`src/rzw_pkg.sv`:
```
`timescale 1ns / 1ps
package rzw_pkg;

  localparam int ZONES_PER_ROW_DEF = 8;
  localparam int SENSOR_COUNT_DEF = 3;

  localparam logic [7:0] STATUS_OK_A = 8'd5;
  localparam logic [7:0] STATUS_OK_B = 8'd9;

  localparam int FULL_TURN = 5760;
  localparam int HALF_TURN = 2880;
  localparam int QUARTER_TURN = 1440;

  localparam int CORDIC_STEPS = 16;
  localparam int CORDIC_PER_STAGE = 4;
  localparam int CORDIC_XW = 33;
  localparam int CORDIC_ZW = 26;
  localparam logic signed [CORDIC_XW-1:0] CORDIC_X0 = 33'sd652032874;

  localparam int ANG_W = 15;
  localparam int TRIG_W = 17;

  localparam int REG_ENABLE = 0;
  localparam int REG_RIGHT = 1;
  localparam int REG_LEFT = 2;
  localparam int REG_CENTRE = 3;
  localparam int REG_SIDE_FOV = 4;
  localparam int REG_CENTRE_FOV = 5;
  localparam int REG_MAX_RANGE = 6;

  localparam logic [1:0] SENSOR_RIGHT = 2'd0;
  localparam logic [1:0] SENSOR_LEFT = 2'd1;
  localparam logic [1:0] SENSOR_CENTRE = 2'd2;

  typedef struct packed {
    logic [1:0]         sid;
    logic [2:0]         zone;
    logic [11:0]        range;
    logic signed [15:0] rx;
    logic signed [15:0] ry;
    logic signed [13:0] hd;
  } side_t;

  function automatic logic [CORDIC_ZW-1:0] step_angle(input int i);
    logic [CORDIC_ZW-1:0] a;
    case (i)
      0:       a = 26'd2949120;
      1:       a = 26'd1740967;
      2:       a = 26'd919879;
      3:       a = 26'd466945;
      4:       a = 26'd234379;
      5:       a = 26'd117304;
      6:       a = 26'd58666;
      7:       a = 26'd29335;
      8:       a = 26'd14668;
      9:       a = 26'd7334;
      10:      a = 26'd3667;
      11:      a = 26'd1833;
      12:      a = 26'd917;
      13:      a = 26'd458;
      14:      a = 26'd229;
      15:      a = 26'd115;
      default: a = 26'd0;
    endcase
    return a;
  endfunction

  function automatic logic signed [5:0] mount_fwd(input logic [1:0] sid);
    logic signed [5:0] v;
    case (sid)
      SENSOR_RIGHT:  v = 6'sd15;
      SENSOR_LEFT:   v = 6'sd15;
      SENSOR_CENTRE: v = 6'sd20;
      default:       v = 6'sd0;
    endcase
    return v;
  endfunction

  function automatic logic signed [5:0] mount_lat(input logic [1:0] sid);
    logic signed [5:0] v;
    case (sid)
      SENSOR_RIGHT:  v = -6'sd20;
      SENSOR_LEFT:   v = 6'sd20;
      SENSOR_CENTRE: v = 6'sd0;
      default:       v = 6'sd0;
    endcase
    return v;
  endfunction

endpackage

```
`src/rzw_point.sv`:
```
`timescale 1ns / 1ps
module rzw_point (
  input  logic                              clk,
  input  logic                              en,
  input  logic [1:0]                        sid,
  input  logic [11:0]                       range,
  input  logic signed [15:0]                rx,
  input  logic signed [15:0]                ry,
  input  logic signed [rzw_pkg::TRIG_W-1:0] ch,
  input  logic signed [rzw_pkg::TRIG_W-1:0] sh,
  input  logic signed [rzw_pkg::TRIG_W-1:0] ca,
  input  logic signed [rzw_pkg::TRIG_W-1:0] sa,
  output logic signed [15:0]                px,
  output logic signed [15:0]                py
);
  localparam int SW = 34;

  logic signed [24:0] mx, my;
  logic signed [30:0] rc, rs;
  logic signed [15:0] rx1, ry1;
  logic signed [5:0]  fwd, lat;

  assign fwd = rzw_pkg::mount_fwd(sid);
  assign lat = rzw_pkg::mount_lat(sid);

  always_ff @(posedge clk) begin
    if (en) begin
      mx <= 25'(fwd) * 25'(ch) - 25'(lat) * 25'(sh);
      my <= 25'(fwd) * 25'(sh) + 25'(lat) * 25'(ch);
      rc <= 31'($signed({1'b0, range})) * 31'(ca);
      rs <= 31'($signed({1'b0, range})) * 31'(sa);
      rx1 <= rx;
      ry1 <= ry;
    end
  end

  function automatic logic signed [15:0] fin(input logic signed [15:0] p,
                                             input logic signed [24:0] m,
                                             input logic signed [30:0] r);
    logic signed [SW-1:0] t;
    t = ((SW'(p) <<< 15) + SW'(m) + SW'(r) + SW'(16384)) >>> 15;
    if (t > SW'(32767)) return 16'sh7fff;
    else if (t < -SW'(32768)) return 16'sh8000;
    else return 16'(t);
  endfunction

  always_ff @(posedge clk) begin
    if (en) begin
      px <= fin(rx1, mx, rc);
      py <= fin(ry1, my, rs);
    end
  end
endmodule

```
`config.mk`:
```
export PLATFORM = sky130hd
export DESIGN_NAME = rzw_point
export DESIGN_NICKNAME = d
export VERILOG_FILES = /design/src/rzw_pkg.sv /design/src/rzw_point.sv
export SDC_FILE = /design/constraint.sdc
export NUM_CORES = 2
export LEC_CHECK = 0
export ABC_CLOCK_PERIOD_IN_PS = 11700
export BUFFER_PORTS_ARGS = -buffer_cell sky130_fd_sc_hd__buf_2
export CAP_MARGIN = 20
export CORE_ASPECT_RATIO = 1.4
export CORE_MARGIN = 1.5
export CORE_UTILIZATION = 60
export CTS_CLUSTER_SIZE = 14
export DETAILED_ROUTE_END_ITERATION = 6
export PLACE_DENSITY = 0.85
export SLEW_MARGIN = 10
export SYNTH_ARGS = -nofsm -noshare
export SYNTH_HDL_FRONTEND = slang
export SYNTH_SLANG_ARGS = --single-unit
```
`constraint.sdc`:
```
create_clock -name clk -period 11.7 [get_ports clk]
set_input_delay 1.17 -clock clk [delete_from_list [all_inputs] [get_ports clk]]
set_output_delay 1.17 -clock clk [all_outputs]
set_load 0.1 [all_outputs]
```
==> impl_metrics.ini <==
[run_status]
status = finished clean

[routing]
routed_wl_microns = 78750
wl_per_cell_microns = 17.42
via_count = 24990
drc = 0
vias_per_cell = 5.527
drtIter0Drc = 1390
firstDrtPassIters = 5
ant_nets = 0

[placement]
place_hpwl_microns = 65740
place_congestion = 0.9632
port-buffer-count = 147

[logic_synthesis]
netlist-cell-type-count = 79
synth_area_leaders = fa_1 38%, edfxtp_1 15%, ha_1 13%, inv_1 11%, and2_1 4.1%
async_flop_share = 0
netlist_instances = 3688
synth_flop_cell = edfxtp_1
synth-simple-area-share = 0.1237
synth.avg_cell_area_sq_um = 9.600
synth_compound_area_frac = 0.07075
yosysTopAreaCellShare = 0.3777
synth_mux_area_frac = 0.001166
synth_xor_area_frac = 0.03068
synth_most_common_cell = inv_1
synthAdderAreaFrac = 0.5092
synth_area_leader_cell = fa_1
ys_ff_latch = 172
synth_top_family_by_area = adder cells
synth-edff-count = 172
ys_seq_area_frac = 0.1459
synth.net_count = 4844
synthTopCellsByCount = 1007 x inv_1, 668 x fa_1, 372 x ha_1, 341 x nand2_1, 232 x and2_1
syn_area_sq_um = 35400
yosysWarnings = 0

[clock_network]
cts_tree = yes
htreeDepth = 4
cts_setup_buffers = 0
cts_hold_buf = 0
clk_pin_slew_ps = 80
ctsLongestPathBuffers = 2
cts_buffers = 17
cts_resized = 0
insertion_delay_ps = 460
cts_sinks = 172
root_buffer = clkbuf_16

[setup_path]
crit_slowest_cell = buf_2
critical_path.max_stage_delay_ps = 600
required_ps = 11910
path_common_cell = fa_1
end_kind = register
start_kind = input port
crit_fanout = 52
crit_arrival_ps = 7710
worstPathCellList = buf_2, nand2_1, buf_4, and2_1, fa_1, fa_1, fa_1, fa_1, fa_1, inv_1, fa_1, nor2b_1, o21ai_0, a21boi_0, o21ai_0, a211oi_1, and3b_1, o31ai_1, a21oi_1, xnor2_1
worstSetupPathType = in -> reg

[layout]
nets = 4915
fillers = 4627
drive_above_1_share = 0.06045
area.growth.synth_to_final_pct = 5.446

[grt]
grt_pass1_vias = 27660
grt_antenna_before_repair = 9
grt.total_usage = 0.2759
grt_overflow_total = 0
grt_pass1_wl_microns = 132400
grt_max_degree = 96

[die]
coreArea_sq_um = 58460
initial_core_util = 0.6056
fp.dieW_microns = 208.3
die-area_sq_um = 60490
io_pins = 148
core.rowCount = 105
die_h_microns = 290.4

[timing]
fin_crit_ps = 7501
hold_viol = 0
relSlewSlack = 0.3027
fmax_mhz = 133.3
skew_ps = 20.58
finalCritPeriodShare = 0.6411
worst_pin_slew_ps = 1046
rsz0062_at_grt = false
maxSlewViolCount = 0
setup_violations = 0
fin_setup_tns_ps = 0

[run]
drv_cap = 0

[hold_path]
hold_path_class = in -> reg
## registers in the layout, summed over array words and instances, names as in the netlist
name	flops
mx	24
rc	30
ry1	16
px	16
py	16
my	24
rs	30
rx1	16
## layout make-up
| type | instances | area [sq um] | share of cell area |
|---|---|---|---|
| antenna | 1 | 2.502 | 0.00006703 |
| clock buffer | 17 | 425.4 | 0.01140 |
| clock inverter | 15 | 170.2 | 0.004558 |
| inverter | 1008 | 3784 | 0.1014 |
| multi-input combinational | 2405 | 26040 | 0.6976 |
| sequential | 172 | 5165 | 0.1384 |
| tap | 749 | 937.1 | 0.02510 |
| timing repair buffer | 155 | 805.8 | 0.02158 |
## worst paths after layout
path / startpoint / to / slack (ps) / cells after the start
max: sid[1] / mx[18]$_DFFE_PP_ / 4200 / 20
min reg2reg: ry1[15]$_DFFE_PP_ / py[15]$_SDFFCE_PN0P_ / 980 / 4
max reg2reg: mx[23]$_DFFE_PP_ / px[0]$_SDFFCE_PN1P_ / 7380 / 11
min: ry[14] / ry1[14]$_DFFE_PP_ / 880 / 1
## critical path: cells and delay by family
kind,cells,cell delay (ps)
xor gates and xnor gates,1,130
and+or+nand+nor,4,1110
AOI/OAI and AO/OA,6,1310
adders and majority gates,6,2910
buffers and inverters,3,1040
## layer usage
| layer | track usage | part of all wire |
|---|---|---|
| met1 | 0.3054 | 0.36 |
| met2 | 0.5191 | 0.55 |
| met3 | 0.03123 | 0.045 |
| met4 | 0.1378 | 0.050 |
| met5 | 0 | 0.0012 |
## cell usage in the layout, fill, tap and decap left out, types with 17 or more instances in the layout
cell type  netlist  routed
nor2_1         138     138
a211oi_1        19      19
nand2_1        341     341
edfxtp_1       172     172
a21o_1          50      50
xor2_1          30      30
xnor2_1         94      94
nor3_1          21      21
clkbuf_16        0      17
inv_1         1007    1007
nand3_1         27      27
ha_1           372     372
o21ai_0         46      46
nor2b_1         40      39
fa_1           668     668
buf_2            2     146
and2_1         232     232
nand2b_1        35      35
a21oi_1         83      83
## cell families (layout without fill, tap and decap cells)
group | after synthesis | after routing
AOI/OAI and AO/OA | 341 | 341
xor gates and xnor gates | 124 | 124
adders and majority gates | 1040 | 1040
buffers and inverters | 1111 | 1195
DFF | 172 | 172
muxes | 4 | 4
other | 0 | 1
and+or+nand+nor | 896 | 896
## through the flow
| step | setup WS, ps | util | instances | cell area (sq um) | hold WS [ps] |
|---|---|---|---|---|---|
| global route | 3723 | 0.6385 | 4521 | 37330 | 867.6 |
| CTS | 4284 | 0.6383 | 4520 | 37320 | 866.4 |
| floorplan | 5089 | - | 3688 | 35400 | 883.3 |
| finish | 4199 | 0.6386 | 4522 | 37330 | 882.0 |
| global placement | 4031 | 0.6281 | 4488 | 36720 | 932.9 |
| detailed placement | 3795 | 0.6281 | 4488 | 36720 | 950.1 |
Power is left out: the tool's default activity adds up to more than one toggle a clock period on the data nets, which glitch-free logic cannot reach.
