### src/rzw_pkg.sv
`timescale 1ns / 1ps
package rzw_pkg;

  localparam int ZONES_PER_ROW_DEF = 8;
  localparam int SENSOR_COUNT_DEF = 3;

  localparam logic [7:0] STATUS_OK_A = 8'd5;
  localparam logic [7:0] STATUS_OK_B = 8'd9;

  localparam int FULL_TURN = 5760;
  localparam int HALF_TURN = 2880;
  localparam int QUARTER_TURN = 1440;

  localparam int CORDIC_STEPS = 16;
  localparam int CORDIC_PER_STAGE = 4;
  localparam int CORDIC_XW = 33;
  localparam int CORDIC_ZW = 26;
  localparam logic signed [CORDIC_XW-1:0] CORDIC_X0 = 33'sd652032874;

  localparam int ANG_W = 15;
  localparam int TRIG_W = 17;

  localparam int REG_ENABLE = 0;
  localparam int REG_RIGHT = 1;
  localparam int REG_LEFT = 2;
  localparam int REG_CENTRE = 3;
  localparam int REG_SIDE_FOV = 4;
  localparam int REG_CENTRE_FOV = 5;
  localparam int REG_MAX_RANGE = 6;

  localparam logic [1:0] SENSOR_RIGHT = 2'd0;
  localparam logic [1:0] SENSOR_LEFT = 2'd1;
  localparam logic [1:0] SENSOR_CENTRE = 2'd2;

  typedef struct packed {
    logic [1:0]         sid;
    logic [2:0]         zone;
    logic [11:0]        range;
    logic signed [15:0] rx;
    logic signed [15:0] ry;
    logic signed [13:0] hd;
  } side_t;

  function automatic logic [CORDIC_ZW-1:0] step_angle(input int i);
    logic [CORDIC_ZW-1:0] a;
    case (i)
      0:       a = 26'd2949120;
      1:       a = 26'd1740967;
      2:       a = 26'd919879;
      3:       a = 26'd466945;
      4:       a = 26'd234379;
      5:       a = 26'd117304;
      6:       a = 26'd58666;
      7:       a = 26'd29335;
      8:       a = 26'd14668;
      9:       a = 26'd7334;
      10:      a = 26'd3667;
      11:      a = 26'd1833;
      12:      a = 26'd917;
      13:      a = 26'd458;
      14:      a = 26'd229;
      15:      a = 26'd115;
      default: a = 26'd0;
    endcase
    return a;
  endfunction

  function automatic logic signed [5:0] mount_fwd(input logic [1:0] sid);
    logic signed [5:0] v;
    case (sid)
      SENSOR_RIGHT:  v = 6'sd15;
      SENSOR_LEFT:   v = 6'sd15;
      SENSOR_CENTRE: v = 6'sd20;
      default:       v = 6'sd0;
    endcase
    return v;
  endfunction

  function automatic logic signed [5:0] mount_lat(input logic [1:0] sid);
    logic signed [5:0] v;
    case (sid)
      SENSOR_RIGHT:  v = -6'sd20;
      SENSOR_LEFT:   v = 6'sd20;
      SENSOR_CENTRE: v = 6'sd0;
      default:       v = 6'sd0;
    endcase
    return v;
  endfunction

endpackage

### src/rzw_cordic.sv
`timescale 1ns / 1ps
module rzw_cordic (
  input  logic                                  clk,
  input  logic                                  en,
  input  logic signed [rzw_pkg::ANG_W-1:0]      ang,
  output logic signed [rzw_pkg::TRIG_W-1:0]     cos_q,
  output logic signed [rzw_pkg::TRIG_W-1:0]     sin_q
);
  localparam int XW = rzw_pkg::CORDIC_XW;
  localparam int ZW = rzw_pkg::CORDIC_ZW;
  localparam int NSTG = rzw_pkg::CORDIC_STEPS / rzw_pkg::CORDIC_PER_STAGE;

  logic signed [XW-1:0] xs [NSTG+1];
  logic signed [XW-1:0] ys [NSTG+1];
  logic signed [ZW-1:0] zs [NSTG+1];
  logic                 fl [NSTG+1];

  logic signed [16:0] r, rf;
  logic               flip;

  always_comb begin
    r = 17'(ang);
    for (int k = -3; k <= 3; k++) begin
      if ((17'(ang) - 17'(k * rzw_pkg::FULL_TURN) >= -17'(rzw_pkg::HALF_TURN)) &&
          (17'(ang) - 17'(k * rzw_pkg::FULL_TURN) < 17'(rzw_pkg::HALF_TURN)))
        r = 17'(ang) - 17'(k * rzw_pkg::FULL_TURN);
    end
    flip = 1'b0;
    rf = r;
    if (r > 17'(rzw_pkg::QUARTER_TURN)) begin
      rf = r - 17'(rzw_pkg::HALF_TURN);
      flip = 1'b1;
    end else if (r < -17'(rzw_pkg::QUARTER_TURN)) begin
      rf = r + 17'(rzw_pkg::HALF_TURN);
      flip = 1'b1;
    end
  end

  always_ff @(posedge clk) begin
    if (en) begin
      xs[0] <= rzw_pkg::CORDIC_X0;
      ys[0] <= '0;
      zs[0] <= ZW'(rf) <<< 12;
      fl[0] <= flip;
    end
  end

  for (genvar s = 0; s < NSTG; s++) begin : g_stage
    logic signed [XW-1:0] xn, yn;
    logic signed [ZW-1:0] zn;
    always_comb begin
      logic signed [XW-1:0] dx, dy;
      xn = xs[s];
      yn = ys[s];
      zn = zs[s];
      for (int j = 0; j < rzw_pkg::CORDIC_PER_STAGE; j++) begin
        dx = yn >>> (s * rzw_pkg::CORDIC_PER_STAGE + j);
        dy = xn >>> (s * rzw_pkg::CORDIC_PER_STAGE + j);
        if (zn >= 0) begin
          xn = xn - dx;
          yn = yn + dy;
          zn = zn - $signed(rzw_pkg::step_angle(s * rzw_pkg::CORDIC_PER_STAGE + j));
        end else begin
          xn = xn + dx;
          yn = yn - dy;
          zn = zn + $signed(rzw_pkg::step_angle(s * rzw_pkg::CORDIC_PER_STAGE + j));
        end
      end
    end
    always_ff @(posedge clk) begin
      if (en) begin
        xs[s+1] <= xn;
        ys[s+1] <= yn;
        zs[s+1] <= zn;
        fl[s+1] <= fl[s];
      end
    end
  end

  function automatic logic signed [rzw_pkg::TRIG_W-1:0] rnd(input logic signed [XW-1:0] v,
                                                           input logic f);
    logic signed [XW-1:0] t;
    logic signed [rzw_pkg::TRIG_W-1:0] c;
    t = (v + XW'(16384)) >>> 15;
    if (t > XW'(32767)) c = 17'sd32767;
    else if (t < -XW'(32767)) c = -17'sd32767;
    else c = rzw_pkg::TRIG_W'(t);
    return f ? -c : c;
  endfunction

  always_ff @(posedge clk) begin
    if (en) begin
      cos_q <= rnd(xs[NSTG], fl[NSTG]);
      sin_q <= rnd(ys[NSTG], fl[NSTG]);
    end
  end
endmodule

### config.mk
export PLATFORM = sky130hd
export DESIGN_NAME = rzw_cordic
export DESIGN_NICKNAME = d
export VERILOG_FILES = /design/src/rzw_pkg.sv /design/src/rzw_cordic.sv
export SDC_FILE = /design/constraint.sdc
export NUM_CORES = 2
export LEC_CHECK = 0
export CORE_ASPECT_RATIO = 1.2
export CORE_MARGIN = 2
export CORE_UTILIZATION = 25
export DETAILED_ROUTE_END_ITERATION = 16
export DONT_BUFFER_PORTS = 1
export HOLD_SLACK_MARGIN = 0.06
export PLACE_DENSITY = 0.39
export REMOVE_ABC_BUFFERS = 1
export SETUP_SLACK_MARGIN = 0.15
export SYNTH_ARGS = -nofsm -noshare
export SYNTH_HDL_FRONTEND = slang
export SYNTH_SLANG_ARGS = --single-unit
### constraint.sdc
create_clock -name clk -period 19.6 [get_ports clk]
set_clock_uncertainty 0.05 [all_clocks]
set_input_delay 0.98 -clock clk [delete_from_list [all_inputs] [get_ports clk]]
set_output_delay 0.98 -clock clk [all_outputs]
set_load 0.01 [all_outputs]
==> run summary <==
Post-synth ARST share -> 0%
CP peak stage delay -> 0.77 ns
Area leader, netlist -> ha_1
EDFF count, synth -> 362
Dominant cells by area after synthesis -> ha_1 (19%), edfxtp_1 (13%), xnor2_1 (11%), a21oi_1 (6.2%), xor2_1 (5.5%)
Clock Tree Buf Depth -> 3
DRT Pass-1 Iters -> 8
Crit Path Category -> reg2reg
Die height -> 634 um
CTS sink cnt -> 362
Grt ovf -> 0
Worst EP arrival -> 18.31 ns
FMAX -> 0.0558 GHz
Hpwl dp -> 246,000 um
Main synth FF type -> edfxtp_1
Worst Hold Class -> reg2reg
Max_cap viols -> 0
R2R depth -> 62
Synth top area share -> 19.1%
Post-route DRC violation count -> 0
Number of global-route vias before repair -> 75,123
GPL Wtd Cong -> 0.877
Reg area -> 0.0109 sq mm
Fin area -> 0.0895 sq mm
CP Launch Type -> flop
Resized cells post-CTS -> 0
Final ANT Viol Nets -> 0
Vias -> 77,192
Share of layout cells above drive strength 1 -> 3.51%
Final nets -> 11,885
Via-per-instance ratio -> 5.17
Syn avg cell area -> 7.75 sq um
Initial DRC count -> 4,744
Hold Buf Count CTS -> 0
I/O pins -> 51
TritonCTS clock tree -> yes
Num CTS Buffers -> 51
RSZ-0062 raised after global routing -> false
Synth warn -> 0
Initial Util -> 25.1%
Yosys cell types -> 113
Worst path slowest cell -> a311oi_1
Clk_lat worst skew -> 0.71 ns
DIE AREA -> 0.335 sq mm
Core box area -> 0.329 sq mm
CP max FO -> 6
Final worst-path cycle share -> 91.5%
Status -> finished clean
Seq cells post-synth -> 362
Final hold violations -> 0
GR Util All Layers -> 16.7%
Max Slew Vio Count -> 0
Overall die width -> 529 um
Post-Synthesis Cells -> 10,677
Worst rel slew slack -> 17.8%
Area taken by multi-input logic gates -> 0.0689 sq mm
Largest net degree at the start of global routing -> 167
Setup TNS -> 0 ns
Clock transition at the registers of the reported paths -> 0.06 ns
Critical Path RT -> 19.98 ns
First-pass GRT wire length -> 445,000 um
Final setup violation count -> 0
Min Tclk post-route -> 17.94 ns
Worst-margin pin slew -> 1.22 ns
H-tree levels -> 2
Synth Cell Area -> 0.0827 sq mm
Seq/Total Area, Yosys -> 13.1%
CP dominant cell by count -> a21oi_1
Final wirelength -> 289,000 um
FF-to-FF setup slack -> 1.66 ns
Initial antenna violation count -> 5
Fillers -> 35,745
DP Area -> 0.0878 sq mm
Crit end category -> flop
Hold path cells -> 0
Routed len/inst -> 19.4 um
Post-CTS setup repair buffer count -> 0
Layout area overhead -> 8.26%
Buffers on Ports -> 0
Row cnt -> 231
Root Buffer -> clkbuf_16
==> cell usage in the layout, fill, tap and decap left out, drive strengths merged, types with 32 or more instances in the layout <==
cell / instances
nor4: 66
o211ai: 60
and2: 64
a31o: 32
xor2: 520
a21boi: 62
a21o: 383
edfxtp: 362
or4: 54
a31oi: 149
nand2: 682
nor2b: 146
nor3: 256
o21ai: 726
o31a: 39
inv: 579
ha: 1260
a211o: 38
and3: 99
nand4: 72
xnor2: 1082
or3: 116
nand2b: 189
a211oi: 93
o41ai: 49
o21a: 218
mux2i: 85
mux2: 45
or2: 82
nor2: 941
a21oi: 1025
nand3: 216
o31ai: 138
fa: 36
clkbuf: 59
o21bai: 129
buf: 59
==> per-layer routing <==
metal	vias up	routed length (um)	global-route usage [%]
met5	-	0	0
met4	0	6920	4.09
met3	224	6690	0.874
met2	1189	145000	30.7
met1	36839	131000	21.1
li1	38940	-	-
==> cell usage after synthesis (28+ instances only) <==
cell type     n
a211o_1      38
a211oi_1     89
a21boi_0     62
a21o_1      383
a21oi_1    1024
a31o_2       31
a31oi_1     149
a41oi_1      28
and2_1       63
and3_1       99
clkbuf_1    192
edfxtp_1    362
fa_1         36
ha_1       1260
inv_1       569
mux2_2       41
mux2i_1      84
nand2_1     682
nand2b_1    189
nand3_1     216
nand4_1      72
nor2_1      940
nor2b_1     146
nor3_1      255
nor4_1       59
o211ai_1     60
o21a_1      217
o21ai_0     704
o21bai_1    129
o31a_1       39
o31ai_1     134
o41ai_1      48
or2_2        79
or3_1       114
or4_1        51
xnor2_1    1071
xor2_1      519
==> cell families (layout without fill, tap and decap cells) <==
family,after synthesis,in the layout,share of synthesized area (%)
AO/OA/AOI/OAI,3412,3412,26.3
XOR/XNOR,1603,1603,17.2
adder cells (fa/ha/maj),1296,1296,19.9
buffers and inverters,793,726,3.62
flip-flops,362,362,13.1
multiplexers,130,130,1.65
other,0,6,0
AND/OR/NAND/NOR,3081,3081,18.1
==> through the flow <==
step | std cells | setup slack, ns | hold WS [ns] | utilization, %
2_1_floorplan | 10460 | 0.796 | 0.350 | -
3_3_place_gp | 14827 | 2.05 | 0.356 | 26.6
3_5_place_dp | 14829 | 2.06 | 0.355 | 26.7
4_1_cts | 14920 | 1.92 | 0.304 | 27.2
5_1_grt | 14923 | 0.391 | 0.325 | 27.2
6_report | 14926 | 1.66 | 0.357 | 27.2
==> critical path, delay by kind of cell, from the launching register on <==
family	cells	cell delay [ns]
and+or+nand+nor	18	5.15
xor gates and xnor gates	8	1.70
buffers and inverters	1	0.10
AOI/OAI and AO/OA	30	8.52
adders and majority gates	5	1.63
DFF	1	0.47
==> final timing paths <==
check / end / from
setup reg to reg: ys[0][161] / ys[0][111]
hold reg to reg: fl[0][4] / fl[0][3]
setup / recovery: ys[0][161] / ys[0][111]
hold / removal: fl[0][4] / fl[0][3]
==> sequential cells by signal (all words and copies together), names as in the netlist <==
name and flops:
sin_q 17, cos_q 17, zs 87, ys 118
xs 118, fl 5
==> final cells by class <==
class	instances	area share, %
well taps	4310	6.02
repair buffers	59	0.539
inverters	576	2.41
flip-flops and latches	362	12.1
clock inverters	32	0.425
multi-input cells	9522	77.0
diodes	6	0.0168
clock buffers	59	1.46
Power is left out: the tool's default activity adds up to more than one toggle a clock period on the data nets, which glitch-free logic cannot reach.
