--- src/rzw_pkg.sv ---
`timescale 1ns / 1ps
package rzw_pkg;

  localparam int ZONES_PER_ROW_DEF = 8;
  localparam int SENSOR_COUNT_DEF = 3;

  localparam logic [7:0] STATUS_OK_A = 8'd5;
  localparam logic [7:0] STATUS_OK_B = 8'd9;

  localparam int FULL_TURN = 5760;
  localparam int HALF_TURN = 2880;
  localparam int QUARTER_TURN = 1440;

  localparam int CORDIC_STEPS = 16;
  localparam int CORDIC_PER_STAGE = 4;
  localparam int CORDIC_XW = 33;
  localparam int CORDIC_ZW = 26;
  localparam logic signed [CORDIC_XW-1:0] CORDIC_X0 = 33'sd652032874;

  localparam int ANG_W = 15;
  localparam int TRIG_W = 17;

  localparam int REG_ENABLE = 0;
  localparam int REG_RIGHT = 1;
  localparam int REG_LEFT = 2;
  localparam int REG_CENTRE = 3;
  localparam int REG_SIDE_FOV = 4;
  localparam int REG_CENTRE_FOV = 5;
  localparam int REG_MAX_RANGE = 6;

  localparam logic [1:0] SENSOR_RIGHT = 2'd0;
  localparam logic [1:0] SENSOR_LEFT = 2'd1;
  localparam logic [1:0] SENSOR_CENTRE = 2'd2;

  typedef struct packed {
    logic [1:0]         sid;
    logic [2:0]         zone;
    logic [11:0]        range;
    logic signed [15:0] rx;
    logic signed [15:0] ry;
    logic signed [13:0] hd;
  } side_t;

  function automatic logic [CORDIC_ZW-1:0] step_angle(input int i);
    logic [CORDIC_ZW-1:0] a;
    case (i)
      0:       a = 26'd2949120;
      1:       a = 26'd1740967;
      2:       a = 26'd919879;
      3:       a = 26'd466945;
      4:       a = 26'd234379;
      5:       a = 26'd117304;
      6:       a = 26'd58666;
      7:       a = 26'd29335;
      8:       a = 26'd14668;
      9:       a = 26'd7334;
      10:      a = 26'd3667;
      11:      a = 26'd1833;
      12:      a = 26'd917;
      13:      a = 26'd458;
      14:      a = 26'd229;
      15:      a = 26'd115;
      default: a = 26'd0;
    endcase
    return a;
  endfunction

  function automatic logic signed [5:0] mount_fwd(input logic [1:0] sid);
    logic signed [5:0] v;
    case (sid)
      SENSOR_RIGHT:  v = 6'sd15;
      SENSOR_LEFT:   v = 6'sd15;
      SENSOR_CENTRE: v = 6'sd20;
      default:       v = 6'sd0;
    endcase
    return v;
  endfunction

  function automatic logic signed [5:0] mount_lat(input logic [1:0] sid);
    logic signed [5:0] v;
    case (sid)
      SENSOR_RIGHT:  v = -6'sd20;
      SENSOR_LEFT:   v = 6'sd20;
      SENSOR_CENTRE: v = 6'sd0;
      default:       v = 6'sd0;
    endcase
    return v;
  endfunction

endpackage

--- src/rzw_zone_angle.sv ---
`timescale 1ns / 1ps
module rzw_zone_angle #(
  parameter int ZONES_PER_ROW = rzw_pkg::ZONES_PER_ROW_DEF
) (
  input  logic               clk,
  input  logic               en,
  input  logic signed [12:0] base,
  input  logic [11:0]        fov,
  input  logic [2:0]         zone,
  output logic signed [12:0] zang
);
  localparam int SPAN = ZONES_PER_ROW - 1;
  localparam int DIV = 2 * SPAN;
  localparam int NUM_W = 22;
  localparam int U_W = 23;
  localparam int SH = 26;
  localparam int K = ((1 << 21) + DIV - 1) / DIV;
  localparam int BIAS = K * DIV;
  localparam int MUL = (1 << SH) / DIV;

  logic signed [NUM_W-1:0] num;
  logic [U_W-1:0]          u1, u2;
  logic [U_W+SH-1:0]       prod;
  logic [U_W-1:0]          q0, q;
  logic [U_W-1:0]          rem;
  logic signed [U_W:0]     qs;
  logic signed [12:0]      zang_next;

  always_comb begin
    num = NUM_W'(base) * NUM_W'(DIV) + NUM_W'($signed({1'b0, fov})) * NUM_W'(SPAN)
        - NUM_W'($signed({1'b0, zone})) * NUM_W'($signed({1'b0, fov})) * NUM_W'(2);
  end

  always_comb begin
    q0 = U_W'(prod >> SH);
    rem = u2 - U_W'(q0 * U_W'(DIV));
    q = q0 + ((rem >= U_W'(DIV)) ? U_W'(1) : U_W'(0));
    qs = $signed({1'b0, q}) - (U_W+1)'(K);
    if (qs < -(U_W+1)'(4096)) zang_next = -13'sd4096;
    else if (qs > (U_W+1)'(4095)) zang_next = 13'sd4095;
    else zang_next = 13'(qs);
  end

  always_ff @(posedge clk) begin
    if (en) begin
      u1 <= U_W'($signed(num) + (U_W+1)'(SPAN) + (U_W+1)'(BIAS));
      u2 <= u1;
      prod <= (U_W+SH)'(u1) * (U_W+SH)'(MUL);
      zang <= zang_next;
    end
  end
endmodule

--- config.mk ---
export PLATFORM = sky130hd
export DESIGN_NAME = rzw_zone_angle
export DESIGN_NICKNAME = d
export VERILOG_FILES = /design/src/rzw_pkg.sv /design/src/rzw_zone_angle.sv
export SDC_FILE = /design/constraint.sdc
export NUM_CORES = 1
export LEC_CHECK = 0
export BUFFER_PORTS_ARGS = -buffer_cell sky130_fd_sc_hd__buf_2
export CAP_MARGIN = 10
export CORE_MARGIN = 8
export CORE_UTILIZATION = 54
export CTS_BUF_LIST = sky130_fd_sc_hd__clkbuf_8
export CTS_CLUSTER_DIAMETER = 150
export CTS_CLUSTER_SIZE = 12
export DETAILED_ROUTE_END_ITERATION = 10
export PLACE_DENSITY = 0.69
export SYNTH_ARGS = -nofsm -noshare
export SYNTH_HDL_FRONTEND = slang
export SYNTH_SLANG_ARGS = --single-unit
--- constraint.sdc ---
create_clock -name clk -period 8.89 [get_ports clk]
set_clock_uncertainty 0.1 [all_clocks]
set_input_delay 2.2225 -clock clk [delete_from_list [all_inputs] [get_ports clk]]
set_output_delay 2.2225 -clock clk [all_outputs]
set_load 0.02 [all_outputs]
==> results of run 1 <==
## through the flow
stage               cell area, sq um  util (%)
global route                   16000      57.6
finish                         16000      57.6
floorplan                      15100         -
global placement               15800      56.9
detailed placement             15800      56.9
CTS                            15900      57.5
## worst paths after layout
check,cells past startpoint,end,from
setup reg to reg,36,zang[0],prod[28]
hold / removal,0,u2[16],u1[16]
hold reg to reg,0,u2[16],u1[16]
setup / recovery,36,zang[0],prod[28]
## metal layers
metal  GRT usage (%)  up-vias  share of wire (%)
li1                -     5318                  -
met2            36.8      209                 51
met1            23.3     5270                 42
met5               0        -              0.041
met3            2.97       52                4.3
met4            6.60        2                2.9
## worst max-delay path: cells and delay by family, from the launching register on
| family | cells | cell delay, ns |
|---|---|---|
| buffers and inverters | 1 | 0.06 |
| AOI/OAI and AO/OA | 20 | 3.46 |
| DFF | 1 | 0.56 |
| adders and majority gates | 6 | 1.85 |
| muxes | 1 | 0.30 |
| xor gates and xnor gates | 1 | 0.16 |
| and+or+nand+nor | 7 | 1.70 |
## cell usage in the layout (no fill, tap or decap), types with 3 or more instances in the layout
cell type and count:
a31oi_1 5, or3_1 5, o311a_1 4, nand4_1 4, nand2b_1 19, o21ai_0 51
nand3_1 16, clkinv_2 3, a21o_1 24, o21bai_1 13, a21oi_2 10, o2111ai_1 4
nor2_1 64, fa_1 163, or2_2 3, nor3_1 22, o21a_1 18, clkbuf_8 9
o21ai_2 3, o211ai_1 6, xor2_1 29, o41ai_2 3, a21boi_0 7, inv_1 354
buf_4 3, nand2_1 77, o31ai_1 3, xnor2_1 72, buf_2 41, a21oi_1 82
o21ai_1 11, and2_1 7, ha_1 332, nor2b_1 14, and3_1 10, edfxtp_1 76
## cells by family after synthesis
family | Yosys count | synth area share [%]
compound gates | 278 | 12.2
xor+xnor | 102 | 6.00
fa+ha+maj | 495 | 49.1
buf+inv | 363 | 9.12
flops | 76 | 15.1
mux | 4 | 0.306
simple gates | 255 | 8.12
## sequential cells by signal, summed over array words and instances, names as in the netlist
register,cells
u1,22
u2,21
prod,20
zang,13
## timing repair
action                     in CTS  in global routing
setup buffers                   0                  1
setup endpoints to repair       0                 12
gates resized for setup         0                  4
## final cells by class
type                            instances  area, sq um  area share, %
Multi-Input combinational cell       1134        11500           71.8
Sequential cell                        76         2280           14.3
Inverter                              356         1340           8.37
Tap cell                              378          473           2.96
Timing Repair Buffer                   44          228           1.43
Clock buffer                            9          124          0.776
Clock inverter                          6         56.3          0.353
==> impl_metrics.yaml, run 1 <==
cts:
  cts.clk_slew.worst_paths_ns: 0.09
  hold_buffers: 0
  clkLatencyLatePin_ns: 0.38
  htreeDepth: 3
  cts-buffers-inserted: 9
  tritoncts: "yes"
  root_buffer: "clkbuf_8"
  cts_buffer_depth: 2
  cts.sinks: 76
cells_and_area:
  drive_gt1_share_pct: 5.78
  final.fill_count: 2440
  area_growth_pct: 5.71
  final_cells: 2003
  diodes: 0
  nets: 2146
synthesis:
  async_reset_ff_share_pct: 0
  yosysMostFrequentCell: "inv_1"
  synth_area_per_cell_sq_um: 9.60
  synth_flop_cell: "edfxtp_1"
  synth_common_cells: "354 x inv_1, 332 x ha_1, 163 x fa_1, 82 x a21oi_1, 77 x nand2_1"
  synth-seq-area-share_pct: 15.1
  synth_edf_count: 76
  netlist_instances: 1573
  synthTopCellsByArea: "ha_1 27%, fa_1 22%, edfxtp_1 15%"
  syn-num-nets: 2098
  synth-seq-cells: 76
  synth.distinct_cells: 72
  synthDominantCellAreaShare_pct: 27.5
  yosys_warnings: 0
  netlist_area_sq_um: 15100
  yosysTopAreaCell: "ha_1"
critical_path:
  cp.required_ns: 9.02
  reg2reg_slack_ns: 0.55
  slowest_delay_ns: 0.56
  end_kind: "flip-flop"
  crit_type: "flip-flop to flip-flop"
  startpoint_type: "flip-flop"
  worstPathArrival_ns: 8.47
  cp_slowest_cell: "edfxtp_1"
  crit_fanout: 12
route:
  drc: 0
  wl_um: 31900
  via_count: 10851
  initialDrtViolationCount: 476
  antenna_left: 0
  via_per_inst: 5.42
  first_pass_iters: 5
  wire_per_inst_um: 15.9
sta:
  relSlewSlack_pct: 35.1
  worst_slew_pin_slew_ns: 0.974
  drv_slew: 0
  fin_ws_ns: 0.545
  layout_worst_path_cycle_share_pct: 93.9
  finalHoldViolCount: 0
  grt_setup_unrepaired: "false"
  tns_ns: 0
  period_minus_slack_ns: 8.34
  fmax_mhz: 120
  setup_viol: 0
  holdWs_ns: 0.505
floorplanning:
  die_w_um: 183
  fp.dieH_um: 183
  coreArea_sq_um: 27700
  boundaryPins: 43
  initial_core_util_pct: 54.5
  fp-row-count: 61
  die_area_sq_um: 33600
flow_run:
  maxCapViolations: 0
placement:
  hpwlAfterDp_um: 27400
  io_buffers: 42
  post-place-cells: 1987
  dp_slack_ns: 0.373
  gp_congestion: 0.926
global_routing:
  track_usage_pct: 19.9
  grt_overflow: 0
  antenna_found_initial: 1
  grt_pass1_vias: 11472
  grt_max_degree: 77
  grt_first_pass_wirelength_um: 54100
outcome:
  outcome: "complete, no violations"
worst_hold_path:
  hold_path_class: "flip-flop to flip-flop"
Power of run 1 is left out: the tool's default activity adds up to more than one toggle a clock period on the data nets, which glitch-free logic cannot reach.
==> inputs of run 2 (changes only) <==
==> constraint.sdc (replaced) <==
create_clock -name clk -period 8.89 [get_ports clk]
set_clock_uncertainty 0.1 [all_clocks]
set_input_delay 1.778 -clock clk [delete_from_list [all_inputs] [get_ports clk]]
set_output_delay 1.778 -clock clk [all_outputs]
set_load 0.02 [all_outputs]
==> run 2 against run 1 <==
Net effect:
- wire length shrank 0.57%
- maximum frequency grew 0.26%
- via count shrank 1.3%
- largest cell class unchanged
- cell count grew 0.15%
==> impl_metrics.yaml, run 2 (synthesized netlist as in run 1, its figures left out) <==
outcome:
  outcome: "complete, no violations"
placement:
  io_buffers: 42
  hpwlAfterDp_um: 27600
  gp_congestion: 0.925
sta:
  finalHoldViolCount: 0
  worst_slew_pin_slew_ns: 0.995
  tns_ns: 0
  period_minus_slack_ns: 8.32
  drv_slew: 0
  layout_worst_path_cycle_share_pct: 93.6
  relSlewSlack_pct: 33.7
  setup_viol: 0
  grt_setup_unrepaired: "false"
  fmax_mhz: 120
cells_and_area:
  largest_reg_flops: 22
  diodes: 0
  layout_commonest_cell: "inv_1"
  largest_register: "u1"
  mostFrequentLayoutCells: "354 x inv_1, 332 x ha_1, 163 x fa_1"
  drive_gt1_share_pct: 5.96
  largestRegisters: "u1 (22), u2 (21), prod (20)"
  area_growth_pct: 6.20
  nets: 2148
cts:
  cts_buffer_depth: 2
  root_buffer: "clkbuf_8"
  cts.sinks: 76
  tritoncts: "yes"
  clkLatencyLatePin_ns: 0.38
  htreeDepth: 3
  cts-buffers-inserted: 9
  hold_buffers: 0
  cts.clk_slew.worst_paths_ns: 0.09
critical_path:
  worstPathArrival_ns: 8.46
  crit_fanout: 12
  crit_type: "flip-flop to flip-flop"
  startpoint_type: "flip-flop"
  slowest_delay_ns: 0.51
  cp_slowest_cell: "edfxtp_1"
  path_common_cell: "ha_1"
  cp.required_ns: 9.02
  end_kind: "flip-flop"
  reg2reg_slack_ns: 0.57
floorplanning:
  coreArea_sq_um: 27700
  initial_core_util_pct: 54.5
  boundaryPins: 43
  die_area_sq_um: 33600
  die_w_um: 183
  fp.dieH_um: 183
  fp-row-count: 61
global_routing:
  grt_max_degree: 77
  grt_overflow: 0
  grt_pass1_vias: 11242
  antenna_found_initial: 2
  grt_first_pass_wirelength_um: 53800
  track_usage_pct: 20.0
route:
  via_count: 10715
  antenna_left: 0
  first_pass_iters: 5
  wire_per_inst_um: 15.8
  wl_um: 31700
  drc: 0
  via_per_inst: 5.34
  initialDrtViolationCount: 553
worst_hold_path:
  hold_path_class: "flip-flop to flip-flop"
flow_run:
  maxCapViolations: 0
==> run 2: cell type report <==
type	instances	area, sq um
well taps	378	473
flip-flops and latches	76	2280
clock inverters	7	124
clock buffers	9	124
inverters	356	1340
repair buffers	46	243
fillers	2434	11700
multi-input cells	1134	11500
==> run 2: layer usage <==
metal | part of all wire, % | GRT usage [%] | vias to the layer above
met5 | 0.035 | 0 | -
met4 | 3.2 | 7.45 | 2
met3 | 3.6 | 2.04 | 47
met2 | 50 | 35.7 | 211
met1 | 43 | 24.6 | 5138
li1 | - | - | 5317
==> run 2: critical path, delay by kind of cell, from the launching register on <==
kind / cells / cell delay, ns
AO/OA/AOI/OAI: 19 / 3.53
XOR/XNOR: 1 / 0.14
adder cells (fa/ha/maj): 6 / 1.70
buffers and inverters: 1 / 0.07
flip-flops: 1 / 0.51
multiplexers: 2 / 0.52
AND/OR/NAND/NOR: 7 / 1.62
==> run 2: worst paths after layout <==
| path | startpoint | endpoint | depth (start not counted) |
|---|---|---|---|
| max | prod[27] | zang[0] | 36 |
| min | u1[18] | u2[18] | 0 |
| max reg2reg | prod[27] | zang[0] | 36 |
| min reg2reg | u1[18] | u2[18] | 0 |
==> run 2: per-stage QoR <==
stage | hold WS, ns | cells | area, sq um | utilization [%] | worst slack [ns]
after global routing | 0.498 | 2006 | 16000 | 57.9 | 0.0439
after floorplan | 0.384 | 1573 | 15100 | - | 1.44
after global placement | 0.461 | 1987 | 15800 | 56.9 | 0.733
final | 0.519 | 2006 | 16000 | 57.9 | 0.567
after CTS | 0.485 | 2003 | 16000 | 57.8 | 0.345
after detailed placement | 0.473 | 1987 | 15800 | 56.9 | 0.408
==> run 2: timing repair <==
| item | 4_1_cts | 5_1_grt |
|---|---|---|
| setup endpoints to repair | 0 | 12 |
| gates resized for setup | 0 | 3 |
| setup buffers | 0 | 3 |
| hold endpoints to repair | 0 | 0 |
Power of run 2 is left out for the same reason.
==> inputs of run 3 (changes only) <==
--- a/config.mk
+++ b/config.mk
@@ -8,12 +8,12 @@
 export BUFFER_PORTS_ARGS = -buffer_cell sky130_fd_sc_hd__buf_2
 export CAP_MARGIN = 10
 export CORE_MARGIN = 8
-export CORE_UTILIZATION = 54
+export CORE_UTILIZATION = 40
 export CTS_BUF_LIST = sky130_fd_sc_hd__clkbuf_8
 export CTS_CLUSTER_DIAMETER = 150
 export CTS_CLUSTER_SIZE = 12
 export DETAILED_ROUTE_END_ITERATION = 10
-export PLACE_DENSITY = 0.69
+export PLACE_DENSITY = 0.53
 export SYNTH_ARGS = -nofsm -noshare
 export SYNTH_HDL_FRONTEND = slang
 export SYNTH_SLANG_ARGS = --single-unit
==> run 3 against run 2 <==
Net effect:
- largest cell class unchanged
- design area is 0.87% higher
- count of clock-buffer cells in the layout stayed put
- global-route usage is 4.5 points lower
- wire length is 5.0% higher
- maximum frequency is 2.0% higher
- register-to-register slack better by 0.16 ns
- critical path depth stayed put
==> impl_metrics.yaml, run 3 (synthesized netlist as in run 1, its figures left out) <==
floorplanning:
  die_area_sq_um: 44200
  fp-row-count: 71
  coreArea_sq_um: 37400
  fp.dieH_um: 210
  die_w_um: 210
  boundaryPins: 43
  initial_core_util_pct: 40.4
global_routing:
  grt_max_degree: 56
  grt_first_pass_wirelength_um: 55000
  antenna_found_initial: 0
  grt_overflow: 0
  track_usage_pct: 15.5
  grt_pass1_vias: 10743
critical_path:
  cp_num_buf_inv: 1
  cp_top_family: "compound AO/OA/AOI/OAI gates"
  end_kind: "flip-flop"
  cp_slowest_cell: "edfxtp_1"
  crit_type: "flip-flop to flip-flop"
  worstPathArrival_ns: 8.28
  crit_fanout: 12
  slowest_delay_ns: 0.52
  cp.required_ns: 9.01
  startpoint_type: "flip-flop"
  path_common_cell: "ha_1"
cells_and_area:
  mostFrequentLayoutCells: "354 x inv_1, 332 x ha_1, 163 x fa_1"
  drive_gt1_share_pct: 6.14
  nets: 2149
  largestRegisters: "u1 (22), u2 (21), prod (20)"
  largest_reg_flops: 22
  diodes: 0
  largest_register: "u1"
  area_growth_pct: 7.13
  layout_commonest_cell: "inv_1"
route:
  top_layer_used: "met4"
  initialDrtViolationCount: 382
  via_per_inst: 4.86
  wire_per_inst_um: 15.6
  drc: 0
  wl_met3_um: 509
  first_pass_iters: 4
  via_count: 10403
  drt-met1-wl_um: 15400
  met2_length_um: 17100
  antenna_left: 0
  wl_um: 33300
flow_run:
  maxCapViolations: 0
worst_hold_path:
  hold_path_class: "flip-flop to flip-flop"
sta:
  period_minus_slack_ns: 8.16
  relSlewSlack_pct: 51.5
  worst_slew_pin_slew_ns: 0.728
  finalHoldViolCount: 0
  layout_worst_path_cycle_share_pct: 91.8
  setup_viol: 0
  grt_setup_unrepaired: "false"
  tns_ns: 0
  drv_slew: 0
  fmax_mhz: 123
placement:
  hpwlAfterDp_um: 29700
  gp_congestion: 0.852
  io_buffers: 42
cts:
  htreeDepth: 3
  tritoncts: "yes"
  clkLatencyLatePin_ns: 0.37
  cts.sinks: 76
  cts_buffer_depth: 2
  cts.clk_slew.worst_paths_ns: 0.10
  cts-buffers-inserted: 9
  root_buffer: "clkbuf_8"
outcome:
  outcome: "complete, no violations"
==> run 3: changes by cell type in the layout (fill, tap and decap cells not counted) <==
cell	change
clkinv_4	-2
o41ai_1	-1
a2111oi_0	+1
o41ai_2	+1
buf_4	+1
clkinv_1	+1
clkinvlp_4	+2
a21oi_1	-1
nor4_2	+1
nor4_1	-1
bufinv_16	-2
a2111oi_1	-1
a21oi_2	+1
inv_6	+1
==> run 3: what timing repair did <==
action | in CTS | in global routing
setup buffers | 0 | 3
gates resized for setup | 0 | 5
endpoints found under the setup margin | 0 | 12
hold buffers | 0 | 0
==> run 3: area by class of cell <==
class                   instances  area, sq um
fillers                      3650        21200
clock inverters                 7         73.8
clock buffers                   9          124
flip-flops and latches         76         2280
repair buffers                 47          250
inverters                     356         1340
well taps                     511          639
multi-input cells            1134        11500
==> run 3: worst register-to-register path, delay by kind of cell, from the launching register on <==
kind | cells | cell delay, ns
multiplexers | 2 | 0.52
flip-flops | 1 | 0.52
AND/OR/NAND/NOR | 7 | 1.53
XOR/XNOR | 1 | 0.12
buffers and inverters | 1 | 0.07
AO/OA/AOI/OAI | 19 | 3.46
adder cells (fa/ha/maj) | 6 | 1.68
==> run 3: final timing paths <==
| path | startpoint | end | slack [ns] | cells past startpoint |
|---|---|---|---|---|
| hold / removal | u1[17] | u2[17] | 0.49 | 0 |
| hold reg to reg | u1[17] | u2[17] | 0.49 | 0 |
| setup reg to reg | prod[28] | zang[0] | 0.73 | 36 |
| setup / recovery | prod[28] | zang[0] | 0.73 | 36 |
==> run 3: per-layer routing <==
layer,GRT usage (%),vias up
met5,0,-
met4,2.38,0
met3,1.47,11
met2,28.4,82
met1,19.8,4987
li1,-,5323
==> run 3: per-stage QoR <==
| stage | area (sq um) | utilization [%] | cells | setup slack (ns) | hold WS (ns) |
|---|---|---|---|---|---|
| CTS | 16100 | 43.1 | 2137 | 0.233 | 0.516 |
| global placement | 15900 | 42.6 | 2121 | 0.554 | 0.497 |
| finish | 16200 | 43.3 | 2140 | 0.727 | 0.488 |
| floorplan | 15100 | - | 1573 | 1.44 | 0.384 |
| global route | 16200 | 43.3 | 2140 | 0.0693 | 0.517 |
| detailed placement | 15900 | 42.6 | 2121 | 0.291 | 0.497 |
Power of run 3 is left out for the same reason.
